[src/design/wbpm_pkg.sv]
// ----------------------------------------------------------------------------
// wbpm_pkg
// Shared types and constants for the wildcard byte pattern matcher.
// ----------------------------------------------------------------------------
`default_nettype none

package wbpm_pkg;

  // configuration port
  localparam int CFG_INDEX_W = 2;
  localparam int CFG_DATA_W  = 64;

  localparam logic [CFG_INDEX_W-1:0] REG_PATTERN_LENGTH = 2'd0;
  localparam logic [CFG_INDEX_W-1:0] REG_PATTERN_LOW    = 2'd1;
  localparam logic [CFG_INDEX_W-1:0] REG_PATTERN_HIGH   = 2'd2;
  localparam logic [CFG_INDEX_W-1:0] REG_WILDCARD_MASK  = 2'd3;

  // register field widths
  localparam int LEN_W       = 5;
  localparam int PAT_BYTES   = 16;
  localparam int PAT_IDX_W   = 4;
  localparam int MASK_W      = 16;

  localparam logic [LEN_W-1:0] LEN_RESET = 5'd1;

  // data handed from one cell to the next
  typedef struct packed {
    logic [7:0] data;
    logic       valid;
  } link_t;

  // per-cell compare setup, aligned to the cell position
  typedef struct packed {
    logic       used;
    logic       wild;
    logic [7:0] pat;
  } cell_cfg_t;

endpackage

`default_nettype wire

[src/design/wildcard_byte_pattern_matcher.sv]
// ----------------------------------------------------------------------------
// wildcard_byte_pattern_matcher
// Streams a buffer byte by byte and reports every start offset at which the
// configured pattern (with per-byte wildcards) matches.
// ----------------------------------------------------------------------------
// Usage: bytes of a buffer arrive on the s_axis channel, s_axis_tlast on the
// final byte. A record leaves on m_axis for every byte at which a match ends
// (match_found set, match_offset = start of the match) and for the final byte
// (m_axis_tlast set), both in one record when they coincide.
// A record is registered and appears in the cycle after the byte that causes it.
// Throughput: one byte per cycle unless stalled; the row of window cells shifts on every
// transaction and all pattern positions compare in parallel in that cycle.
// Receiver stall: a record waits in the output register; a new byte is still
// taken in the cycle the held record is taken, otherwise s_axis_tready drops.
// Reset: window valid bits and the byte count clear, pattern_length returns
// to 1 and the pattern and wildcard registers to zero. The final byte of a
// buffer clears the window and count the same way for the next buffer.
// Configuration is written through cfg_we/cfg_index/cfg_data while idle.
// ----------------------------------------------------------------------------
`default_nettype none

module wildcard_byte_pattern_matcher #(
  parameter int MAX_PATTERN_BYTES = 16,
  parameter int OFFSET_WIDTH      = 31
) (
  input  wire                                      clk,
  input  wire                                      rst,
  // configuration
  input  wire                                      cfg_we,
  input  wire  [wbpm_pkg::CFG_INDEX_W-1:0]         cfg_index,
  input  wire  [wbpm_pkg::CFG_DATA_W-1:0]          cfg_data,
  // byte stream in
  input  wire                                      s_axis_tvalid,
  output logic                                     s_axis_tready,
  input  wire  [7:0]                               s_axis_tdata,  // data_byte
  input  wire                                      s_axis_tlast,
  // result records out
  output logic                                     m_axis_tvalid,
  input  wire                                      m_axis_tready,
  // [0] match_found, [OFFSET_WIDTH:1] match_offset, rest zero
  output logic [((OFFSET_WIDTH+1+7)/8)*8-1:0]      m_axis_tdata,
  output logic                                     m_axis_tlast
);

  import wbpm_pkg::*;

  localparam int TDATA_W = ((OFFSET_WIDTH + 1 + 7) / 8) * 8;
  localparam int REC_W   = OFFSET_WIDTH + 2;
  localparam logic [OFFSET_WIDTH-1:0] OFFSET_MAX = {OFFSET_WIDTH{1'b1}};

  // configuration registers
  logic [LEN_W-1:0]       pattern_length;
  logic [CFG_DATA_W-1:0]  pattern_bytes_low;
  logic [CFG_DATA_W-1:0]  pattern_bytes_high;
  logic [MASK_W-1:0]      wildcard_mask;

  always_ff @(posedge clk) begin
    if (rst) begin
      pattern_length     <= LEN_RESET;
      pattern_bytes_low  <= '0;
      pattern_bytes_high <= '0;
      wildcard_mask      <= '0;
    end else if (cfg_we) begin
      case (cfg_index)
        REG_PATTERN_LENGTH: pattern_length     <= cfg_data[LEN_W-1:0];
        REG_PATTERN_LOW:    pattern_bytes_low  <= cfg_data;
        REG_PATTERN_HIGH:   pattern_bytes_high <= cfg_data;
        REG_WILDCARD_MASK:  wildcard_mask      <= cfg_data[MASK_W-1:0];
        default: ;
      endcase
    end
  end

  logic [8*PAT_BYTES-1:0] pattern_all;
  assign pattern_all = {pattern_bytes_high, pattern_bytes_low};

  // handshake
  logic accept;
  logic room;
  assign s_axis_tready = room;
  assign accept        = s_axis_tvalid && s_axis_tready;

  // row of window cells, cell 0 holds the newest byte
  link_t                        links [MAX_PATTERN_BYTES+1];
  cell_cfg_t                    cell_cfg [MAX_PATTERN_BYTES];
  logic [MAX_PATTERN_BYTES-1:0] hits;

  assign links[0].data  = s_axis_tdata;
  assign links[0].valid = 1'b1;

  for (genvar k = 0; k < MAX_PATTERN_BYTES; k++) begin : g_cell
    logic [LEN_W-1:0]     rel;
    logic [PAT_IDX_W-1:0] pidx;

    // cell k lines up with pattern byte (length - 1 - k)
    assign rel  = pattern_length - LEN_W'(k + 1);
    assign pidx = rel[PAT_IDX_W-1:0];

    assign cell_cfg[k].used = LEN_W'(k) < pattern_length;
    assign cell_cfg[k].wild = wildcard_mask[pidx];
    assign cell_cfg[k].pat  = pattern_all[{pidx, 3'b000} +: 8];

    wbpm_cell u_cell (
      .clk      (clk),
      .rst      (rst),
      .shift    (accept),
      .clear    (s_axis_tlast),
      .link_in  (links[k]),
      .cfg      (cell_cfg[k]),
      .link_out (links[k+1]),
      .hit      (hits[k])
    );
  end

  // running byte count of the current buffer, saturating
  logic [OFFSET_WIDTH-1:0] bytes_seen;
  logic [OFFSET_WIDTH-1:0] bytes_seen_next;

  always_comb begin
    bytes_seen_next = bytes_seen;
    if (accept) begin
      if (s_axis_tlast) begin
        bytes_seen_next = '0;
      end else if (bytes_seen != OFFSET_MAX) begin
        bytes_seen_next = bytes_seen + OFFSET_WIDTH'(1);
      end
    end
  end

  always_ff @(posedge clk) begin
    if (rst) begin
      bytes_seen <= '0;
    end else begin
      bytes_seen <= bytes_seen_next;
    end
  end

  // match decision and record build
  logic                    len_ok;
  logic                    found;
  logic [OFFSET_WIDTH-1:0] offset;
  logic [REC_W-1:0]        rec;
  logic [REC_W-1:0]        rec_out;

  assign len_ok = (pattern_length != '0) &&
                  (pattern_length <= LEN_W'(MAX_PATTERN_BYTES));
  assign found  = len_ok && (&hits);

  always_comb begin
    offset = '0;
    if (found) begin
      if (bytes_seen == OFFSET_MAX) begin
        offset = OFFSET_MAX;
      end else begin
        offset = bytes_seen - OFFSET_WIDTH'(pattern_length - LEN_W'(1));
      end
    end
  end

  assign rec = {s_axis_tlast, offset, found};

  wbpm_out_stage #(
    .DATA_W (REC_W)
  ) u_out (
    .clk       (clk),
    .rst       (rst),
    .load      (accept && (found || s_axis_tlast)),
    .load_data (rec),
    .room      (room),
    .out_valid (m_axis_tvalid),
    .out_ready (m_axis_tready),
    .out_data  (rec_out)
  );

  assign m_axis_tdata = TDATA_W'(rec_out[REC_W-2:0]);
  assign m_axis_tlast = rec_out[REC_W-1];

  // checks
  a_count_clears: assert property (@(posedge clk) disable iff (rst)
    accept && s_axis_tlast |=> bytes_seen == '0)
    else $error("byte count not cleared after final byte");

  a_last_reported: assert property (@(posedge clk) disable iff (rst)
    accept && s_axis_tlast |=> m_axis_tvalid && m_axis_tlast)
    else $error("final byte gave no end-of-buffer record");

  a_record_has_cause: assert property (@(posedge clk) disable iff (rst)
    m_axis_tvalid |-> rec_out[0] || m_axis_tlast)
    else $error("record with neither match nor end of buffer");

  a_no_match_zero_offset: assert property (@(posedge clk) disable iff (rst)
    m_axis_tvalid && !rec_out[0] |-> rec_out[REC_W-2:1] == '0)
    else $error("offset set on a record without a match");

  a_bad_length_no_match: assert property (@(posedge clk) disable iff (rst)
    !len_ok |-> !found)
    else $error("match reported with unusable pattern length");

endmodule

`default_nettype wire

[src/design/wbpm_cell.sv]
// ----------------------------------------------------------------------------
// wbpm_cell
// One window position: holds a byte and its valid bit, compares the byte
// about to be latched against its pattern byte, passes its byte onward.
// ----------------------------------------------------------------------------
`default_nettype none

module wbpm_cell (
  input  wire                    clk,
  input  wire                    rst,
  input  wire                    shift,
  input  wire                    clear,
  input  wbpm_pkg::link_t        link_in,
  input  wbpm_pkg::cell_cfg_t    cfg,
  output wbpm_pkg::link_t        link_out,
  output logic                   hit
);

  import wbpm_pkg::*;

  logic [7:0] data;
  logic       valid;

  always_ff @(posedge clk) begin
    if (rst) begin
      valid <= 1'b0;
    end else if (shift) begin
      valid <= clear ? 1'b0 : link_in.valid;
    end
  end

  always_ff @(posedge clk) begin
    if (shift) begin
      data <= link_in.data;
    end
  end

  // unused positions always agree; used ones need a byte of this buffer
  assign hit = !cfg.used || (link_in.valid && (cfg.wild || link_in.data == cfg.pat));

  assign link_out.data  = data;
  assign link_out.valid = valid;

endmodule

`default_nettype wire

[src/design/wbpm_out_stage.sv]
// ----------------------------------------------------------------------------
// wbpm_out_stage
// Output register for result records; frees the input side whenever the
// held record is taken in the same cycle.
// ----------------------------------------------------------------------------
`default_nettype none

module wbpm_out_stage #(
  parameter int DATA_W = 33
) (
  input  wire               clk,
  input  wire               rst,
  input  wire               load,
  input  wire  [DATA_W-1:0] load_data,
  output logic              room,
  output logic              out_valid,
  input  wire               out_ready,
  output logic [DATA_W-1:0] out_data
);

  assign room = !out_valid || out_ready;

  always_ff @(posedge clk) begin
    if (rst) begin
      out_valid <= 1'b0;
    end else if (load) begin
      out_valid <= 1'b1;
    end else if (out_ready) begin
      out_valid <= 1'b0;
    end
  end

  always_ff @(posedge clk) begin
    if (load) begin
      out_data <= load_data;
    end
  end

endmodule

`default_nettype wire

[config.mk]
export PLATFORM = sky130hd
export DESIGN_NAME = wildcard_byte_pattern_matcher
export DESIGN_NICKNAME = d
export VERILOG_FILES = /design/src/design/wbpm_pkg.sv /design/src/design/wildcard_byte_pattern_matcher.sv /design/src/design/wbpm_cell.sv /design/src/design/wbpm_out_stage.sv
export SDC_FILE = /design/constraint.sdc
export NUM_CORES = 1
export LEC_CHECK = 0
export ABC_AREA = 1
export BUFFER_PORTS_ARGS = -buffer_cell sky130_fd_sc_hd__buf_2
export CORE_MARGIN = 3
export CORE_UTILIZATION = 25
export DETAILED_ROUTE_END_ITERATION = 8
export GPL_TIMING_DRIVEN = 0
export PLACE_DENSITY = 0.51
export SYNTH_ARGS = -nofsm -noshare
export SYNTH_HDL_FRONTEND = slang
export SYNTH_HIERARCHICAL = 1
export SYNTH_SLANG_ARGS = --single-unit
[constraint.sdc]
create_clock -name clk -period 5.6 [get_ports clk]
set_input_delay 0.28 -clock clk [delete_from_list [all_inputs] [get_ports clk]]
set_output_delay 0.28 -clock clk [all_outputs]
set_load 0.01 [all_outputs]
==> run_results.csv, run 1 <==
group,metric,value,unit
global_routing,gr-total-overflow,0,
power,clockPowerShare,35.6,%
sta,finalSetupViolCount,0,
die,start_util,25.4,%
detailed_routing,dr.pass1.iters,6,
outcome,status,"completed",
power,power_frac_seq,36.8,%
power,comb_power_share,27.5,%
power,internal_power,5070,µW
finish,multiInputGateArea,12900,µm²
clock_tree,htree_levels,2,
min_path,hold_depth,1,
finish,fin_cells,5338,
finish,final_cell_mix,"1,348 x nand2_1, 518 x o21ai_0, 490 x inv_1",
global_routing,antenna_found_initial,3,
sta,slew_headroom,25.2,%
detailed_routing,drc,0,
power,leakagePower,0.0131,µW
detailed_routing,wire_per_inst,20.3,µm
detailed_routing,routed_wirelength,108000,µm
sta,finalHoldViolCount,0,
die,fp-row-count,113,
placement,dpl.hpwl,88700,µm
sta,rsz0062_at_grt,"false",
critical_path,start_kind,"flop",
clock_tree,clock-sinks,349,
sta,slew_viol_final,0,
global_routing,grt_pass1_wl,157000,µm
power,swShare,36.1,%
critical_path,worst_setup_path_end_kind,"flop",
clock_tree,clkSlewWorstSetupHoldPaths,60,ps
detailed_routing,routed_via_density,4.72,
placement,gp_congestion,0.983,
finish,area_growth,18.1,%
clock_tree,cts.path.max_buffers,3,
detailed_routing,drt_iter0_drc,2240,
global_routing,grt.total_usage,21.2,%
die,die_h,317,µm
critical_path,reg2reg_depth,23,
clock_tree,cts_tree,"yes",
power,p_switching,2870,µW
placement,port_buffers,114,
global_routing,first_global_vias,23400,
detailed_routing,route.vias.total,25218,
critical_path,cp.required,5870,ps
clock_tree,cts-root-buf,"clkbuf_16",
sta,worst_pin_slew,1120,ps
finish,drive_gt1_share,8.20,%
sta,fmax,0.187,GHz
yosys,syn_inst,3806,
sta,fin_crit,5340,ps
sta,finalCritPeriodShare,95.3,%
critical_path,timing.rr.end,"u_out/out_data[0]$_DFFE_PP_",
min_path,min_path_type,"input port to flop",
yosys,synth_warnings,6,
clock_tree,cts_buffers,43,
placement,place_inst,5188,
job,maxCapViolations,0,
detailed_routing,detail-route-antenna-nets,0,
sta,finClkSkew,42.7,ps
min_path,min_to,"u_out/out_data[32]$_DFFE_PP_",
global_routing,grt_max_degree,83,
finish,layout_commonest_cell,"nand2_1",
critical_path,crit_arrival,5610,ps
power,power_per_cell_area,277,nW/µm²
critical_path,r2r-start,"pattern_length[1]$_SDFFE_PP0P_",
die,dieArea,101000,µm²
sta,tns,0,ps
yosys,syn_area_per_cell,6.37,µm²
die,io_pins,115,
critical_path,r2r_setup_slack,260,ps
power,ir_drop,0.241,mV
die,die_x,317,µm
finish,antennaDiodeCount,0,
clock_tree,clock_latency,610,ps
die,coreArea,95600,µm²
finish,fillCellCount,10663,
critical_path,critical_path_class,"flop to flop",
finish,seq_area,8520,µm²
critical_path,worstPathMaxFanout,29,
yosys,netlist_area,24200,µm²
min_path,min_from,"s_axis_tlast",
finish,fin_nets,4166,
-- power by group through the flow --
stage / Clock (µW) / Combinational [µW] / Sequential [µW]
global route: 2990 / 2410 / 2940
detailed placement: 0 / 2100 / 2970
floorplan: 0 / 1330 / 2920
finish: 2830 / 2190 / 2920
CTS: 2890 / 2150 / 2920
global placement: 0 / 2100 / 2980
-- metal layers --
layer	routed length (µm)	global-route usage [%]	up-vias
met5	0	0	-
met4	3960	7.23	0
met1	47000	27.4	11716
li1	-	-	12523
met2	50900	36.2	823
met3	6440	2.96	156
-- critical path, stage by stage (launching register included) --
cell      delay (ps)
dfxtp_1          410
buf_2            290
inv_2            140
buf_2            270
ha_2             490
clkbuf_2         280
buf_2            330
o21ai_0          260
o21ai_1          320
nor2_1            70
a21oi_1          310
nand2_1          100
nand2_1           80
nand2_1           50
nor2_1           120
nand2_1          100
nand2_1          190
nand2_1           80
nand2_1           70
nand4_1          110
nor3_2           220
nand3_2          220
a21oi_4          240
buf_12           210
-- layout make-up --
type	count	area share (%)
Buffer	184	3.23
Timing Repair Buffer	190	4.74
Tap cell	1265	5.53
Clock inverter	24	0.874
Clock buffer	53	4.07
Sequential cell	349	29.8
Multi-Input combinational cell	2768	45.1
Inverter	505	6.66
-- state kept, by name, summed over array words and instances, names as in the netlist --
| register | cells |
|---|---|
| wildcard_mask | 16 |
| bytes_seen | 31 |
| g_cell.u_cell/valid | 15 |
| u_out/out_data | 33 |
| pattern_bytes_low | 64 |
| g_cell.u_cell/data | 120 |
| u_out/out_valid | 1 |
| pattern_length | 5 |
| pattern_bytes_high | 64 |
-- worst max-delay path by stage --
stage	startpoint	endpoint	slack, ps	cells after the start
finish	pattern_length[1]$_SDFFE_PP0P_	u_out/out_data[0]$_DFFE_PP_	260	23
global route	pattern_length[1]$_SDFFE_PP0P_	u_out/out_data[0]$_DFFE_PP_	30	25
CTS	pattern_length[0]$_SDFFE_PP1P_	u_out/out_data[0]$_DFFE_PP_	5	23
detailed placement	pattern_length[0]$_SDFFE_PP1P_	u_out/out_data[22]$_DFFE_PP_	-380	24
global placement	pattern_length[0]$_SDFFE_PP1P_	u_out/out_valid$_SDFFE_PP0P_	-2540	25
floorplan	pattern_length[2]$_SDFFE_PP0P_	u_out/out_data[0]$_DFFE_PP_	370	21
-- per-stage QoR --
step,total power (µW),util [%],instance area (µm²),setup WS (ps),hold WS (ps)
finish,7940,30.0,28600,264,151
global route,8340,30.0,28600,29.7,154
CTS,7960,29.9,28600,4.52,109
detailed placement,5080,27.7,26500,-381,457
global placement,5080,27.6,26400,-2540,451
floorplan,4250,-,24200,374,342
-- timing repair --
item	4_1_cts	5_1_grt
setup endpoints to repair	64	58
hold buffers	73	0
endpoints found under the hold margin	122	0
buffers inserted	0	1
pin swaps	0	1
resized for setup	6	16
Power figures use the tool's default switching activity.
==> run 2: changes to the inputs <==
- ABC_AREA: 1 -> unset
==> run 2 against run 1 <==
Net effect:
- combinational power decreased by 44%
- cell count is 35% lower
- clock skew down 4.8 ps
- worst setup slack got worse by 130 ps
- critical path depth decreased by 5
- power is 14% lower
- clock power is 2% lower
- sequential cell count did not move
- via count decreased by 27%
- global-route usage shrank 4.4 points
- critical endpoint is now u_out/out_data[28]$_DFFE_PP_
==> run_results.csv, run 2 <==
group,metric,value,unit
placement,port_buffers,114,
global_routing,antenna_found_initial,0,
clock_tree,cts.path.max_buffers,3,
finish,area_growth,19.6,%
placement,dp_slack,-2890,ps
power,clockPowerShare,40.3,%
critical_path,reg2reg_depth,18,
global_routing,first_global_vias,17928,
sta,fmax,0.183,GHz
clock_tree,cts_buffers,42,
die,dieArea,94400,µm²
power,internal_power,4880,µW
critical_path,start_kind,"flop",
finish,drive_gt1_share,23.6,%
job,maxCapViolations,0,
outcome,status,"completed",
sta,finalSetupViolCount,0,
yosys,netlist_area,22700,µm²
yosys,syn_area_per_cell,11.2,µm²
sta,hold_ws,53.0,ps
placement,place_area,24800,µm²
power,power_frac_seq,41.9,%
finish,reg_top3,"g_cell.u_cell/data: 120 flops, pattern_bytes_high: 64 flops, pattern_bytes_low: 64 flops",
power,comb_power_share,17.8,%
placement,gp_congestion,0.978,
clock_tree,htree_levels,2,
min_path,min_from,"cfg_data[4]",
detailed_routing,detail-route-antenna-nets,0,
die,die_x,307,µm
critical_path,path_delay_family,"multiplexers",
global_routing,grt_pass1_wl,118000,µm
finish,layout_commonest_cell,"nand2_1",
power,p_switching,1980,µW
power,power_per_cell_area,253,nW/µm²
critical_path,crit_arrival,5860,ps
critical_path,critPathBufInv,6,
min_path,min_to,"pattern_bytes_high[4]$_SDFFE_PP0P_",
finish,largest_register_ffs,120,
sta,finalCritPeriodShare,97.6,%
yosys,synth_warnings,6,
placement,dpl.hpwl,65300,µm
power,leakagePower,0.00998,µW
sta,slew_headroom,14.9,%
critical_path,crit_chain,"buf_4, clkbuf_8, inv_1, ha_2, buf_8, buf_8, mux4_2, mux4_2, xor2_1, nor4_2, a21oi_1, a21oi_1, nand4_1, nor4_4, o21ai_4, inv_4, o211ai_1, o32ai_1",
detailed_routing,routed_wirelength,81200,µm
finish,fin_area,27100,µm²
critical_path,worst_setup_path_end_kind,"flop",
clock_tree,clkSlewWorstSetupHoldPaths,60,ps
critical_path,cp_slowest_stage_delay,610,ps
sta,fin_crit,5470,ps
critical_path,critical_path_class,"flop to flop",
min_path,hold_depth,3,
sta,worst_pin_slew,1270,ps
clock_tree,cts_tree,"yes",
detailed_routing,drt_iter0_drc,1834,
finish,finish.utilization,30.4,%
detailed_routing,wire_per_inst,23.5,µm
global_routing,grt_max_degree,93,
detailed_routing,routed_via_density,5.33,
die,start_util,25.4,%
critical_path,r2r_setup_slack,130,ps
min_path,min_path_type,"input port to flop",
sta,rsz0062_at_grt,"false",
critical_path,timing.rr.end,"u_out/out_data[28]$_DFFE_PP_",
global_routing,gr-total-overflow,0,
finish,antennaDiodeCount,0,
global_routing,grt.total_usage,16.8,%
detailed_routing,drc,0,
clock_tree,cts-root-buf,"clkbuf_16",
clock_tree,clock_latency,590,ps
detailed_routing,route.vias.total,18380,
sta,finClkSkew,37.9,ps
sta,finalHoldViolCount,0,
die,coreArea,89200,µm²
yosys,syn_inst,2019,
sta,slew_viol_final,0,
critical_path,slowest_stage,"mux4_2",
power,ir_drop,0.154,mV
die,fp-row-count,109,
power,swShare,28.9,%
critical_path,cp.required,5990,ps
die,die_h,307,µm
sta,fin_ws,134,ps
detailed_routing,dr.pass1.iters,5,
finish,fin_nets,2378,
sta,tns,0,ps
clock_tree,clock-sinks,349,
critical_path,r2r-start,"pattern_length[1]$_SDFFE_PP0P_",
critical_path,worstPathMaxFanout,10,
finish,largest-register,"g_cell.u_cell/data",
finish,final_cell_mix,"340 x nand2_1, 260 x a21oi_1, 234 x mux4_2",
die,io_pins,115,
-- run 2: how the worst max path moves through the flow --
stage / start / cells after the start / endpoint / slack, ps
after floorplan: pattern_length[1]$_SDFFE_PP0P_ / 20 / u_out/out_data[0]$_DFFE_PP_ / 30
after global placement: pattern_length[1]$_SDFFE_PP0P_ / 20 / u_out/out_data[3]$_DFFE_PP_ / -2860
after detailed placement: pattern_length[1]$_SDFFE_PP0P_ / 20 / u_out/out_data[1]$_DFFE_PP_ / -2890
after CTS: pattern_length[1]$_SDFFE_PP0P_ / 17 / u_out/out_data[32]$_DFFE_PP_ / 3
after global routing: pattern_length[1]$_SDFFE_PP0P_ / 19 / u_out/out_data[28]$_DFFE_PP_ / 0.3
final: pattern_length[1]$_SDFFE_PP0P_ / 18 / u_out/out_data[28]$_DFFE_PP_ / 130
-- run 2: what timing repair did --
item                       in CTS  in global routing
setup endpoints to repair      66                 65
pin swaps                       2                  3
hold buffers                   72                  0
buffers inserted                1                  0
cloned                          3                  0
resized for setup              39                 23
hold endpoints to repair      149                  0
-- run 2: power by group through the flow --
stage | Sequential, µW | Combinational (µW) | Clock [µW]
global placement | 2930 | 1120 | 0
floorplan | 2890 | 782 | 0
detailed placement | 2920 | 1130 | 0
global route | 2880 | 1300 | 2930
CTS | 2870 | 1200 | 2840
finish | 2870 | 1220 | 2770
-- run 2: layer usage --
metal  global-route usage, %  vias to the layer above  routed length, µm
met5                       0                        -                  0
met4                    5.32                        0               2820
met3                    3.73                      152               7130
met2                    27.1                     1034              37100
met1                    22.5                     9131              34100
li1                        -                     8063                  -
-- run 2: area by class of cell --
cell class | instances | area [µm²]
clock buffer | 59 | 1200
inverter | 41 | 169
sequential | 349 | 8520
clock inverter | 17 | 189
tap | 1165 | 1460
fill | 9184 | 62100
buffer | 130 | 691
timing repair buffer | 188 | 1330
multi-input combinational | 1501 | 13600
-- run 2: metrics by stage --
step | power, µW | std cells
after floorplan | 3670 | 2020
after global placement | 4050 | 3299
final | 6860 | 3450
after detailed placement | 4060 | 3300
after global routing | 7110 | 3450
after CTS | 6910 | 3450
-- run 2: worst reg2reg max path, delay by kind of cell, from the launching register on --
kind	cells	cell delay (ps)
buf+inv	6	1180
xor+xnor	1	190
compound gates	5	890
fa+ha+maj	1	450
simple gates	3	940
flops	1	430
mux	2	1180
